[config.mk]
export PLATFORM = sky130hd
export DESIGN_NAME = hw_monitor_reading_converter
export DESIGN_NICKNAME = d
export VERILOG_FILES = /design/src/hw/rtl/hwmrc_pkg.sv /design/src/hw/rtl/hwmrc_divider.sv /design/src/hw/rtl/hw_monitor_reading_converter.sv
export VERILOG_INCLUDE_DIRS = /design/src /design/src/hw/rtl
export SDC_FILE = /design/constraint.sdc
export NUM_CORES = 1
export LEC_CHECK = 0
export BUFFER_PORTS_ARGS = -buffer_cell sky130_fd_sc_hd__buf_2
export CAP_MARGIN = 5
export CELL_PAD_IN_SITES_DETAIL_PLACEMENT = 1
export CELL_PAD_IN_SITES_GLOBAL_PLACEMENT = 1
export CORE_ASPECT_RATIO = 0.8
export CORE_MARGIN = 4
export CORE_UTILIZATION = 45
export CTS_CLUSTER_DIAMETER = 100
export CTS_CLUSTER_SIZE = 10
export DETAILED_ROUTE_END_ITERATION = 10
export GPL_TIMING_DRIVEN = 0
export PLACE_DENSITY = 0.75
export SETUP_SLACK_MARGIN = 0.05
export SLEW_MARGIN = 20
export SYNTH_ARGS = -nofsm -noshare
export SYNTH_HDL_FRONTEND = slang
export SYNTH_HIERARCHICAL = 1
export SYNTH_SLANG_ARGS = --single-unit
[constraint.sdc]
create_clock -name clk -period 7.5 [get_ports clk]
set_input_delay 1.5 -clock clk [delete_from_list [all_inputs] [get_ports clk]]
set_output_delay 1.5 -clock clk [all_outputs]
set_load 0.005 [all_outputs]
[src/hw/rtl/hw_monitor_reading_converter_macros.svh]
// Assertion macros for the reading converter.
// Both forms sample on clk and are switched off while arst_n is low.
`ifndef HW_MONITOR_READING_CONVERTER_MACROS_SVH
`define HW_MONITOR_READING_CONVERTER_MACROS_SVH

`ifndef SYNTHESIS
`define HWMRC_ASSERT_IMPL(lbl, ante, cons) \
	lbl: assert property (@(posedge clk) disable iff (!arst_n) (ante) |-> (cons)) \
		else $error("hwmrc assertion failed");
`define HWMRC_ASSERT_NEXT(lbl, ante, cons) \
	lbl: assert property (@(posedge clk) disable iff (!arst_n) (ante) |=> cons) \
		else $error("hwmrc assertion failed");
`else
`define HWMRC_ASSERT_IMPL(lbl, ante, cons)
`define HWMRC_ASSERT_NEXT(lbl, ante, cons)
`endif

`endif

[src/hw/rtl/hwmrc_pkg.sv]
package hwmrc_pkg;

	// Reading kinds carried in the cmd field.
	localparam logic [1:0] CMD_VOLTAGE = 2'd0;
	localparam logic [1:0] CMD_TEMP    = 2'd1;
	localparam logic [1:0] CMD_FAN     = 2'd2;
	localparam logic [1:0] CMD_PWM     = 2'd3;

	// Configuration register indexes.
	localparam int CFG_INDEX_W = 2;
	localparam int CFG_DATA_W  = 6;
	localparam logic [CFG_INDEX_W-1:0] REG_STEP_MODE = 2'd0;
	localparam logic [CFG_INDEX_W-1:0] REG_FAN_WIDE  = 2'd1;
	localparam logic [CFG_INDEX_W-1:0] REG_FAN_DIV   = 2'd2;

	// Voltage step modes and their steps in 0.1 mV.
	localparam logic [1:0] STEP_MODE_12MV   = 2'd1;
	localparam logic [1:0] STEP_MODE_10P9MV = 2'd2;
	localparam logic [7:0] STEP_16MV   = 8'd160;
	localparam logic [7:0] STEP_12MV   = 8'd120;
	localparam logic [7:0] STEP_10P9MV = 8'd109;

	localparam int RAW_W    = 16;
	localparam int DIRECT_W = 16;
	localparam int VALUE_W  = 21;
	localparam int SHIFT_W  = 3;

	// Fan speed divider: a constant dividend over a 16-bit count.
	localparam int QUOT_W             = VALUE_W;
	localparam int COUNT_W            = RAW_W;
	localparam int DIV_BITS_PER_STAGE = 3;
	localparam int DIV_STAGES         = QUOT_W / DIV_BITS_PER_STAGE;
	localparam logic [QUOT_W-1:0] FAN_RPM_CONST = 21'd1350000;

	localparam logic [RAW_W-1:0]   FAN_WIDE_MIN  = 16'd64;
	localparam logic [RAW_W-1:0]   FAN_WIDE_OVF  = 16'hFFFF;
	localparam logic [7:0]         FAN_NARROW_OVF = 8'hFF;
	localparam logic [SHIFT_W-1:0] FAN_SHIFT_DEF = 3'd1;

	// Duty percent for each 7-bit PWM value, rounded.
	localparam int DUTY_W       = 7;
	localparam int DUTY_ENTRIES = 128;

	function automatic logic [DUTY_ENTRIES*DUTY_W-1:0] build_duty_lut();
		logic [DUTY_ENTRIES*DUTY_W-1:0] lut;
		lut = '0;
		for (int i = 0; i < DUTY_ENTRIES; i++) begin
			lut[i*DUTY_W +: DUTY_W] = DUTY_W'((i * 100 + 63) / 127);
		end
		return lut;
	endfunction

	localparam logic [DUTY_ENTRIES*DUTY_W-1:0] DUTY_LUT = build_duty_lut();

	typedef struct packed {
		logic [1:0]       cmd;
		logic [3:0]       channel;
		logic [RAW_W-1:0] raw_value;
	} req_t;

	typedef struct packed {
		logic [VALUE_W-1:0] converted_value;
		logic               reading_valid;
	} rsp_t;

	// Side information that travels alongside the divider.
	typedef struct packed {
		logic                ok;
		logic                fan;
		logic [SHIFT_W-1:0]  shift;
		logic [DIRECT_W-1:0] direct;
	} tag_t;

endpackage

[src/hw/rtl/hwmrc_divider.sv]
module hwmrc_divider (
	input  logic                              clk,
	input  logic                              arst_n,
	input  logic                              in_valid,
	input  logic [hwmrc_pkg::COUNT_W-1:0]     divisor,
	input  hwmrc_pkg::tag_t                   in_tag,
	output logic                              out_valid,
	output logic [hwmrc_pkg::QUOT_W-1:0]      quotient,
	output hwmrc_pkg::tag_t                   out_tag
);

	localparam int STAGES = hwmrc_pkg::DIV_STAGES;
	localparam int BPS    = hwmrc_pkg::DIV_BITS_PER_STAGE;
	localparam int CW     = hwmrc_pkg::COUNT_W;
	localparam int QW     = hwmrc_pkg::QUOT_W;

	logic                  valid_s [STAGES];
	logic [CW-1:0]         rem_s   [STAGES];
	logic [QW-1:0]         quo_s   [STAGES];
	logic [CW-1:0]         den_s   [STAGES];
	hwmrc_pkg::tag_t       tag_s   [STAGES];

	logic                  valid_prev [STAGES];
	logic [CW-1:0]         rem_prev   [STAGES];
	logic [QW-1:0]         quo_prev   [STAGES];
	logic [CW-1:0]         den_prev   [STAGES];
	hwmrc_pkg::tag_t       tag_prev   [STAGES];

	logic [CW-1:0]         rem_next   [STAGES];
	logic [QW-1:0]         quo_next   [STAGES];

	for (genvar g = 0; g < STAGES; g++) begin : g_stage
		if (g == 0) begin : g_first
			assign valid_prev[g] = in_valid;
			assign rem_prev[g]   = '0;
			assign quo_prev[g]   = '0;
			assign den_prev[g]   = divisor;
			assign tag_prev[g]   = in_tag;
		end else begin : g_rest
			assign valid_prev[g] = valid_s[g-1];
			assign rem_prev[g]   = rem_s[g-1];
			assign quo_prev[g]   = quo_s[g-1];
			assign den_prev[g]   = den_s[g-1];
			assign tag_prev[g]   = tag_s[g-1];
		end

		// Restoring division, a few quotient bits per stage. The remainder
		// stays below the divisor, so it always fits the count width.
		always_comb begin : p_step
			logic [CW:0]   trial;
			logic [CW-1:0] rem;
			logic [QW-1:0] quo;
			logic          qbit;
			rem = rem_prev[g];
			quo = quo_prev[g];
			for (int b = 0; b < BPS; b++) begin
				trial = {rem, hwmrc_pkg::FAN_RPM_CONST[QW-1-g*BPS-b]};
				qbit  = (trial >= {1'b0, den_prev[g]});
				if (qbit) begin
					trial = trial - {1'b0, den_prev[g]};
				end
				rem = trial[CW-1:0];
				quo = {quo[QW-2:0], qbit};
			end
			rem_next[g] = rem;
			quo_next[g] = quo;
		end

		always_ff @(posedge clk or negedge arst_n) begin
			if (!arst_n) begin
				valid_s[g] <= 1'b0;
			end else begin
				valid_s[g] <= valid_prev[g];
			end
		end

		always_ff @(posedge clk) begin
			rem_s[g] <= rem_next[g];
			quo_s[g] <= quo_next[g];
			den_s[g] <= den_prev[g];
			tag_s[g] <= tag_prev[g];
		end
	end

	assign out_valid = valid_s[STAGES-1];
	assign quotient  = quo_s[STAGES-1];
	assign out_tag   = tag_s[STAGES-1];

endmodule

[src/hw/rtl/hw_monitor_reading_converter.sv]
// Hardware-monitor reading converter.
// Input beat: pulse start with req (cmd, channel, raw_value); it is taken at
// any clock edge where start is high and busy is low. busy never rises, so a
// new reading can be taken on every clock.
// Result beat: done is high for exactly one cycle with rsp (converted_value,
// reading_valid); the receiver must take it in that cycle.
// Pipeline: every kind of reading passes the decode stage register, the
// 7-stage pipelined divider that turns fan counts into RPM (3 quotient bits
// per stage) and the output register. Throughput is one reading per cycle.
// Results come out in the order readings went in.
// Configuration: cfg_we writes cfg_wdata into register cfg_index at that
// edge; indexes beyond the register list are ignored. Write only while no
// reading is in flight.
// Reset: arst_n clears all in-flight readings and returns the registers to
// 16 mV step, 16-bit fan counters and zero divisor exponents.
`include "hw_monitor_reading_converter_macros.svh"

module hw_monitor_reading_converter (
	input  logic                                clk,
	input  logic                                arst_n,
	input  logic                                start,
	output logic                                busy,
	input  hwmrc_pkg::req_t                     req,
	output logic                                done,
	output hwmrc_pkg::rsp_t                     rsp,
	input  logic                                cfg_we,
	input  logic [hwmrc_pkg::CFG_INDEX_W-1:0]   cfg_index,
	input  logic [hwmrc_pkg::CFG_DATA_W-1:0]    cfg_wdata
);

	localparam int LATENCY = hwmrc_pkg::DIV_STAGES + 2;

	logic [1:0] step_mode_q;
	logic       fan_wide_q;
	logic [5:0] fan_div_q;

	logic                              accept;
	logic [7:0]                        lo;
	logic [7:0]                        step;
	logic [hwmrc_pkg::COUNT_W-1:0]     count_d;
	hwmrc_pkg::tag_t                   tag_d;

	logic                              valid_s1;
	logic [hwmrc_pkg::COUNT_W-1:0]     count_s1;
	hwmrc_pkg::tag_t                   tag_s1;

	logic                              div_valid;
	logic [hwmrc_pkg::QUOT_W-1:0]      div_quot;
	hwmrc_pkg::tag_t                   div_tag;
	logic [hwmrc_pkg::VALUE_W-1:0]     value_d;

	logic                              done_q;
	hwmrc_pkg::rsp_t                   rsp_q;

	assign busy   = 1'b0;
	assign accept = start && !busy;

	always_ff @(posedge clk or negedge arst_n) begin
		if (!arst_n) begin
			step_mode_q <= '0;
			fan_wide_q  <= 1'b1;
			fan_div_q   <= '0;
		end else if (cfg_we) begin
			unique case (cfg_index)
				hwmrc_pkg::REG_STEP_MODE: step_mode_q <= cfg_wdata[1:0];
				hwmrc_pkg::REG_FAN_WIDE:  fan_wide_q  <= cfg_wdata[0];
				hwmrc_pkg::REG_FAN_DIV:   fan_div_q   <= cfg_wdata;
				default: ;
			endcase
		end
	end

	always_comb begin
		unique case (step_mode_q)
			hwmrc_pkg::STEP_MODE_12MV:   step = hwmrc_pkg::STEP_12MV;
			hwmrc_pkg::STEP_MODE_10P9MV: step = hwmrc_pkg::STEP_10P9MV;
			default:                     step = hwmrc_pkg::STEP_16MV;
		endcase
	end

	// Decode stage: every kind but fan speed is finished here; a fan count
	// goes to the divider, and the divisor power of two becomes a right shift
	// of the quotient at the end.
	always_comb begin
		lo           = req.raw_value[7:0];
		count_d      = '0;
		tag_d.ok     = 1'b0;
		tag_d.fan    = 1'b0;
		tag_d.shift  = hwmrc_pkg::FAN_SHIFT_DEF;
		tag_d.direct = '0;
		unique case (req.cmd)
			hwmrc_pkg::CMD_VOLTAGE: begin
				tag_d.ok     = (lo != 8'd0);
				tag_d.direct = hwmrc_pkg::DIRECT_W'(lo) * hwmrc_pkg::DIRECT_W'(step);
			end
			hwmrc_pkg::CMD_TEMP: begin
				tag_d.ok     = (lo != 8'd0) && !lo[7];
				tag_d.direct = hwmrc_pkg::DIRECT_W'(lo);
			end
			hwmrc_pkg::CMD_FAN: begin
				tag_d.fan = 1'b1;
				if (fan_wide_q) begin
					count_d  = req.raw_value;
					tag_d.ok = (req.raw_value >= hwmrc_pkg::FAN_WIDE_MIN) &&
						(req.raw_value != hwmrc_pkg::FAN_WIDE_OVF);
				end else begin
					count_d  = hwmrc_pkg::COUNT_W'(lo);
					tag_d.ok = (lo != 8'd0) && (lo != hwmrc_pkg::FAN_NARROW_OVF);
					if (req.channel == 4'd0) begin
						tag_d.shift = fan_div_q[2:0];
					end else if (req.channel == 4'd1) begin
						tag_d.shift = fan_div_q[5:3];
					end
				end
			end
			default: begin
				tag_d.ok     = !lo[7];
				tag_d.direct = hwmrc_pkg::DIRECT_W'(
					hwmrc_pkg::DUTY_LUT[lo[6:0]*hwmrc_pkg::DUTY_W +: hwmrc_pkg::DUTY_W]);
			end
		endcase
	end

	always_ff @(posedge clk or negedge arst_n) begin
		if (!arst_n) begin
			valid_s1 <= 1'b0;
		end else begin
			valid_s1 <= accept;
		end
	end

	always_ff @(posedge clk) begin
		count_s1 <= count_d;
		tag_s1   <= tag_d;
	end

	hwmrc_divider u_divider (
		.clk       (clk),
		.arst_n    (arst_n),
		.in_valid  (valid_s1),
		.divisor   (count_s1),
		.in_tag    (tag_s1),
		.out_valid (div_valid),
		.quotient  (div_quot),
		.out_tag   (div_tag)
	);

	always_comb begin
		if (!div_tag.ok) begin
			value_d = '0;
		end else if (div_tag.fan) begin
			value_d = div_quot >> div_tag.shift;
		end else begin
			value_d = hwmrc_pkg::VALUE_W'(div_tag.direct);
		end
	end

	always_ff @(posedge clk or negedge arst_n) begin
		if (!arst_n) begin
			done_q <= 1'b0;
		end else begin
			done_q <= div_valid;
		end
	end

	always_ff @(posedge clk) begin
		rsp_q.converted_value <= value_d;
		rsp_q.reading_valid   <= div_tag.ok;
	end

	assign done = done_q;
	assign rsp  = rsp_q;

	// Every result beat traces back to exactly one accepted reading.
	`HWMRC_ASSERT_IMPL(a_done_has_source, done, $past(accept, LATENCY))
	// An accepted reading always produces its result after the fixed latency.
	`HWMRC_ASSERT_NEXT(a_accept_gives_done, accept, ##(LATENCY-1) done)
	// Invalid readings report a zero value, including a fan count of zero.
	`HWMRC_ASSERT_IMPL(a_invalid_is_zero, done && !rsp.reading_valid, rsp.converted_value == '0)

endmodule

==> impl_metrics.env, run 1 <==
export IMPL_maxSlewViolCount=0
export IMPL_cts_hold_buffers=0
export IMPL_cts_sinks=500
export IMPL_seq_area_frac_synth_pct=32.0
export IMPL_fmax_mhz=133
export IMPL_portBuffers=55
export IMPL_clkTransAtPathRegs_ns=0.06
export IMPL_post_place_ws_ns=-2.89
export IMPL_clock_latency_ns=0.62
export IMPL_fp_dieH_um=245
export IMPL_numCtsBuffers=56
export IMPL_final_cell_mix="464 x dfxtp_1, 307 x ha_1, 264 x nor2_1"
export IMPL_antenna_left=0
export IMPL_grt_pass1_wl_um=158000
export IMPL_drt_wl_total_um=106000
export IMPL_grt_pass1_vias=27673
export IMPL_netlist_area_um2=31600
export IMPL_track_usage_pct=26.3
export IMPL_syn_inst=3539
export IMPL_vias_per_cell=5.90
export IMPL_worst_path_max_delay_cell="or3_4"
export IMPL_std_cell_rows=86
export IMPL_async_flop_share_pct=3.60
export IMPL_mostFrequentLayoutCell="dfxtp_1"
export IMPL_avgSynthCellArea_um2=8.92
export IMPL_ios=58
export IMPL_clockRootBuffer="clkbuf_16"
export IMPL_cp_start_kind="flip-flop"
export IMPL_drt_iter0_markers=1973
export IMPL_worstPathArrival_ns=8.01
export IMPL_die_w_um=304
export IMPL_r2r_slack_ns=-0.02
export IMPL_required_ns=7.99
export IMPL_routedWlPerCell_um=22.4
export IMPL_cp_max_fo=10
export IMPL_setup_viol=1
export IMPL_dp_hpwl_um=77500
export IMPL_hold_viol=0
export IMPL_synthDistinctLibCells=103
export IMPL_layout_min_cycle_time_ns=7.52
export IMPL_cts_tree="built"
export IMPL_antenna_found_initial=3
export IMPL_grt_ovfl_total=0
export IMPL_syn_to_final_growth_pct=18.3
export IMPL_num_vias=27768
export IMPL_crit_path_max_incr_delay_ns=0.48
export IMPL_rsz0062_at_grt="true"
export IMPL_core_um2=69200
export IMPL_cp_common_cell="o21ai_2"
export IMPL_layout_nets=4202
export IMPL_n_antenna_cell=0
export IMPL_worstMarginPinSlew_ns=1.25
export IMPL_setup_ws_ns=-0.0162
export IMPL_gp_congestion=0.921
export IMPL_drc_errors=0
export IMPL_ys_top_cells_by_area="dfxtp_1 31%, ha_1 14%, a21oi_1 4.2%"
export IMPL_maxSlewHeadroom_pct=16.4
export IMPL_drive_gt1_share_pct=18.9
export IMPL_worst_clock_skew_ns=0.0302
export IMPL_start_util_pct=45.6
export IMPL_htreeDepth=2
export IMPL_crit_type="reg -> reg"
export IMPL_violations="negative setup slack"
export IMPL_status="finished, violations left"
export IMPL_ys_warn_count=6
export IMPL_yosysTopAreaCell="dfxtp_1"
export IMPL_ys_flop_type="dfxtp_1"
export IMPL_synthesis_nets=3963
export IMPL_cap_violations=0
export IMPL_min_path_type="reg -> reg"
export IMPL_dieArea_um2=74500
export IMPL_min_period_over_period_pct=100
export IMPL_ys_seq_elements=500
export IMPL_num_fill_cells=7890
export IMPL_drtPass1Iterations=5
export IMPL_yosysTopAreaCellShare_pct=30.6
export IMPL_cts_buffer_depth=3
export IMPL_synth_edf_count=0
export IMPL_grt_start_max_net_pins=19
export IMPL_end_kind="flip-flop"
## cell families (layout without fill, tap and decap cells)
group                    Yosys count  count (layout)  share of synthesized area [%]
AND/OR/NAND/NOR                  934             934                           14.5
AO/OA/AOI/OAI                    930             930                           19.5
flip-flops                       500             500                           32.0
adder cells (fa/ha/maj)          391             391                           16.3
buffers and inverters            375             621                           4.73
XOR/XNOR                         222             222                           6.16
multiplexers                     185             185                           6.87
other                              2               2                         0.0238
## worst max-delay path: cells and delay by family, from the launching register on
family,cells,cell delay (ns)
compound gates,16,3.54
simple gates,8,1.56
fa+ha+maj,4,1.11
buf+inv,6,0.75
flops,1,0.42
## sequential cells by signal (all words and copies together), names as in the netlist
register / flops
count_s1: 16
done: 1
fan_div_q: 6
fan_wide_q: 1
rsp: 22
step_mode_q: 2
tag_s1: 21
u_divider/den_s: 96
u_divider/out_valid: 1
u_divider/quo_s: 84
u_divider/rem_s: 96
u_divider/tag_s: 147
u_divider/valid_prev: 6
valid_s1: 1
## through the flow
step | hold slack, ns | util (%) | cell area [um^2] | setup TNS (ns) | cells
floorplan | 0.310 | - | 31600 | 0 | 3539
CTS | 0.317 | 52.0 | 36000 | 0 | 4661
finish | 0.313 | 54.0 | 37300 | -0.0162 | 4709
global route | 0.320 | 54.0 | 37300 | -7.79 | 4709
detailed placement | 0.313 | 47.8 | 33100 | -166.76 | 4518
global placement | 0.310 | 47.8 | 33100 | -153.83 | 4518
## timing repair
action	4_1_cts	5_1_grt
pin swaps	57	79
gates cloned	1	1
setup buffers	79	50
endpoints found under the setup margin	103	103
resized for setup	215	232
## final cells by class
cell class / count / area (um^2) / area share [%]
multi-input combinational: 2664 / 21500 / 57.6
sequential: 500 / 10100 / 27.2
clock buffer: 63 / 1470 / 3.93
timing repair buffer: 185 / 1330 / 3.55
tap: 924 / 1160 / 3.10
inverter: 275 / 1070 / 2.88
buffer: 95 / 622 / 1.66
clock inverter: 2 / 28.8 / 0.0770
timing repair inverter: 1 / 6.26 / 0.0167
## synthesized netlist by cell type (all sizes together), types with 30 or more instances
cell / instances
and2: 36
mux2i: 49
nand3: 51
a21o: 105
a21oi: 268
mux2: 123
nand4: 48
xor2: 74
clkbuf: 59
nand2: 220
dfxtp: 482
nor3: 77
a211oi: 36
and3: 30
nand2b: 47
o211ai: 31
nor2: 270
nor2b: 50
o21a: 55
buf: 41
fa: 34
o21ai: 176
ha: 356
o21bai: 34
inv: 274
a31oi: 31
xnor2: 148
## path summary, 6_finish.rpt
check,from,cells after the start,endpoint
max,u_divider/den_s[2][1],34,u_divider/rem_s[3][2]
min,u_divider/tag_s[1][12],0,u_divider/tag_s[2][12]
max reg2reg,u_divider/den_s[2][1],34,u_divider/rem_s[3][2]
min reg2reg,u_divider/tag_s[1][12],0,u_divider/tag_s[2][12]
max in group asynchronous,arst_n,1,fan_wide_q
min in group asynchronous,arst_n,1,step_mode_q[0]
## routing by layer
| layer | vias up | global-route usage (%) | wire [um] |
|---|---|---|---|
| li1 | 13137 | - | - |
| met1 | 13645 | 39.3 | 50600 |
| met2 | 832 | 38.7 | 44700 |
| met3 | 154 | 4.98 | 7830 |
| met4 | 0 | 6.43 | 2530 |
| met5 | - | 0 | 0 |
Power of run 1 is left out: the tool's default activity adds up to more than one toggle a clock period on the data nets, which glitch-free logic cannot reach.
==> inputs of run 2 (changes only) <==
CELL_PAD_IN_SITES_GLOBAL_PLACEMENT = 2   (was 1)
CORE_MARGIN = 2   (was 4)
CORE_UTILIZATION = 37   (was 45)
==> impl_metrics.env, run 2 (same netlist as run 1, synthesis figures left out) <==
export IMPL_status="finished clean"
export IMPL_seq_area_um2=10100
export IMPL_ios=58
export IMPL_num_fill_cells=9643
export IMPL_grt_start_max_net_pins=19
export IMPL_cp_common_cell="buf_4"
export IMPL_final_core_util_pct=45.1
export IMPL_vias_per_cell=5.45
export IMPL_dieArea_um2=87700
export IMPL_cp_max_fo=8
export IMPL_htreeDepth=2
export IMPL_cts_buffer_depth=3
export IMPL_dp_hpwl_um=81000
export IMPL_start_util_pct=37.5
export IMPL_clkTransAtPathRegs_ns=0.05
export IMPL_maxSlewHeadroom_pct=48.6
export IMPL_worstPathArrival_ns=7.89
export IMPL_fmax_mhz=135
export IMPL_cts_tree="built"
export IMPL_worstMarginPinSlew_ns=0.767
export IMPL_multi_input_comb_area_um2=21600
export IMPL_drtPass1Iterations=5
export IMPL_syn_to_final_growth_pct=20.5
export IMPL_cts_sinks=500
export IMPL_crit_type="reg -> reg"
export IMPL_min_period_over_period_pct=98.7
export IMPL_gp_congestion=0.883
export IMPL_placed_area_um2=33300
export IMPL_post_place_ws_ns=-2.36
export IMPL_rsz0062_at_grt="true"
export IMPL_drive_gt1_share_pct=20.3
export IMPL_hold_depth=0
export IMPL_setup_viol=0
export IMPL_top_regs="u_divider/tag_s (147), u_divider/den_s (96), u_divider/rem_s (96)"
export IMPL_grt_pass1_wl_um=158000
export IMPL_fp_dieH_um=265
export IMPL_worst_path_max_delay_cell="ha_2"
export IMPL_grt_pass1_vias=26732
export IMPL_regMostFlops="u_divider/tag_s"
export IMPL_end_kind="flip-flop"
export IMPL_antenna_left=0
export IMPL_clock_latency_ns=0.62
export IMPL_std_cell_rows=95
export IMPL_layout_nets=4245
export IMPL_numCtsBuffers=57
export IMPL_crit_path_max_incr_delay_ns=0.40
export IMPL_portBuffers=55
export IMPL_clockRootBuffer="clkbuf_16"
export IMPL_r2r_slack_ns=0.1
export IMPL_final_cell_mix="464 x dfxtp_1, 304 x ha_1, 262 x nor2_1"
export IMPL_maxSlewViolCount=0
export IMPL_drt_wl_total_um=104000
export IMPL_drc_errors=0
export IMPL_fin_area_um2=38000
export IMPL_min_path_type="reg -> reg"
export IMPL_worst_clock_skew_ns=0.0243
export IMPL_grt_ovfl_total=0
export IMPL_routedWlPerCell_um=21.0
export IMPL_setup_ws_ns=0.0964
export IMPL_largest_reg_flops=147
export IMPL_num_vias=26933
export IMPL_track_usage_pct=23.0
export IMPL_drt_iter0_markers=1611
export IMPL_r2r_cells=41
export IMPL_layout_min_cycle_time_ns=7.40
export IMPL_core_um2=84300
export IMPL_mostFrequentLayoutCell="dfxtp_1"
export IMPL_cp_start_kind="flip-flop"
export IMPL_die_w_um=331
export IMPL_required_ns=7.99
export IMPL_antenna_found_initial=3
export IMPL_hold_viol=0
export IMPL_cap_violations=0
==> run 2: cell types whose count changed in the layout (fill, tap and decap cells not counted), moves of 4 or more <==
cell,delta
buf_8,-6
inv_6,+4
ha_4,+4
mux2_2,+13
mux2_4,-12
buf_4,+42
==> run 2: cell type report <==
class	count	area share, %
Antenna cell	1	0.00658
Clock inverter	6	0.164
Tap cell	1115	3.67
Timing Repair inverter	1	0.00987
Clock buffer	62	3.88
Multi-Input combinational cell	2664	56.7
Buffer	93	1.70
Inverter	275	2.87
Timing Repair Buffer	229	4.35
Sequential cell	500	26.7
==> run 2: routing by layer <==
metal | part of all wire [%] | global-route usage, % | up-vias | wire length [um]
met5 | 0 | 0 | - | 0
met3 | 5.5 | 3.46 | 73 | 5680
met2 | 40 | 32.5 | 452 | 41700
met4 | 1.1 | 3.57 | 0 | 1160
li1 | - | - | 13229 | -
met1 | 53 | 36.7 | 13179 | 55100
==> run 2: critical path: cells and delay by family, from the launching register on <==
| kind | cells | cell delay, ns |
|---|---|---|
| fa+ha+maj | 3 | 0.91 |
| flops | 1 | 0.39 |
| mux | 4 | 1.08 |
| buf+inv | 16 | 1.92 |
| compound gates | 9 | 1.60 |
| xor+xnor | 1 | 0.13 |
| simple gates | 8 | 1.22 |
==> run 2: worst paths after layout <==
check,end,from
min reg2reg,u_divider/tag_s[6][13],u_divider/tag_s[5][13]
min in group asynchronous,fan_div_q[5],arst_n
max,u_divider/rem_s[1][8],u_divider/den_s[0][4]
max reg2reg,u_divider/rem_s[1][8],u_divider/den_s[0][4]
max in group asynchronous,fan_wide_q,arst_n
min,u_divider/tag_s[6][13],u_divider/tag_s[5][13]
==> run 2: what timing repair did <==
action	4_1_cts	5_1_grt
pin swaps	65	103
hold buffers	0	0
buffers inserted	93	79
gates resized for setup	255	217
gates cloned	3	0
endpoints found under the hold margin	0	0
endpoints found under the setup margin	103	103
==> run 2: through the flow <==
step | hold slack, ns | cells | setup TNS (ns)
6_report | 0.322 | 4946 | 0
5_1_grt | 0.326 | 4945 | -2.80
4_1_cts | 0.324 | 4872 | -0.154
3_5_place_dp | 0.313 | 4709 | -167.61
3_3_place_gp | 0.310 | 4709 | -164.81
2_1_floorplan | 0.310 | 3539 | 0
Power of run 2 is left out for the same reason.
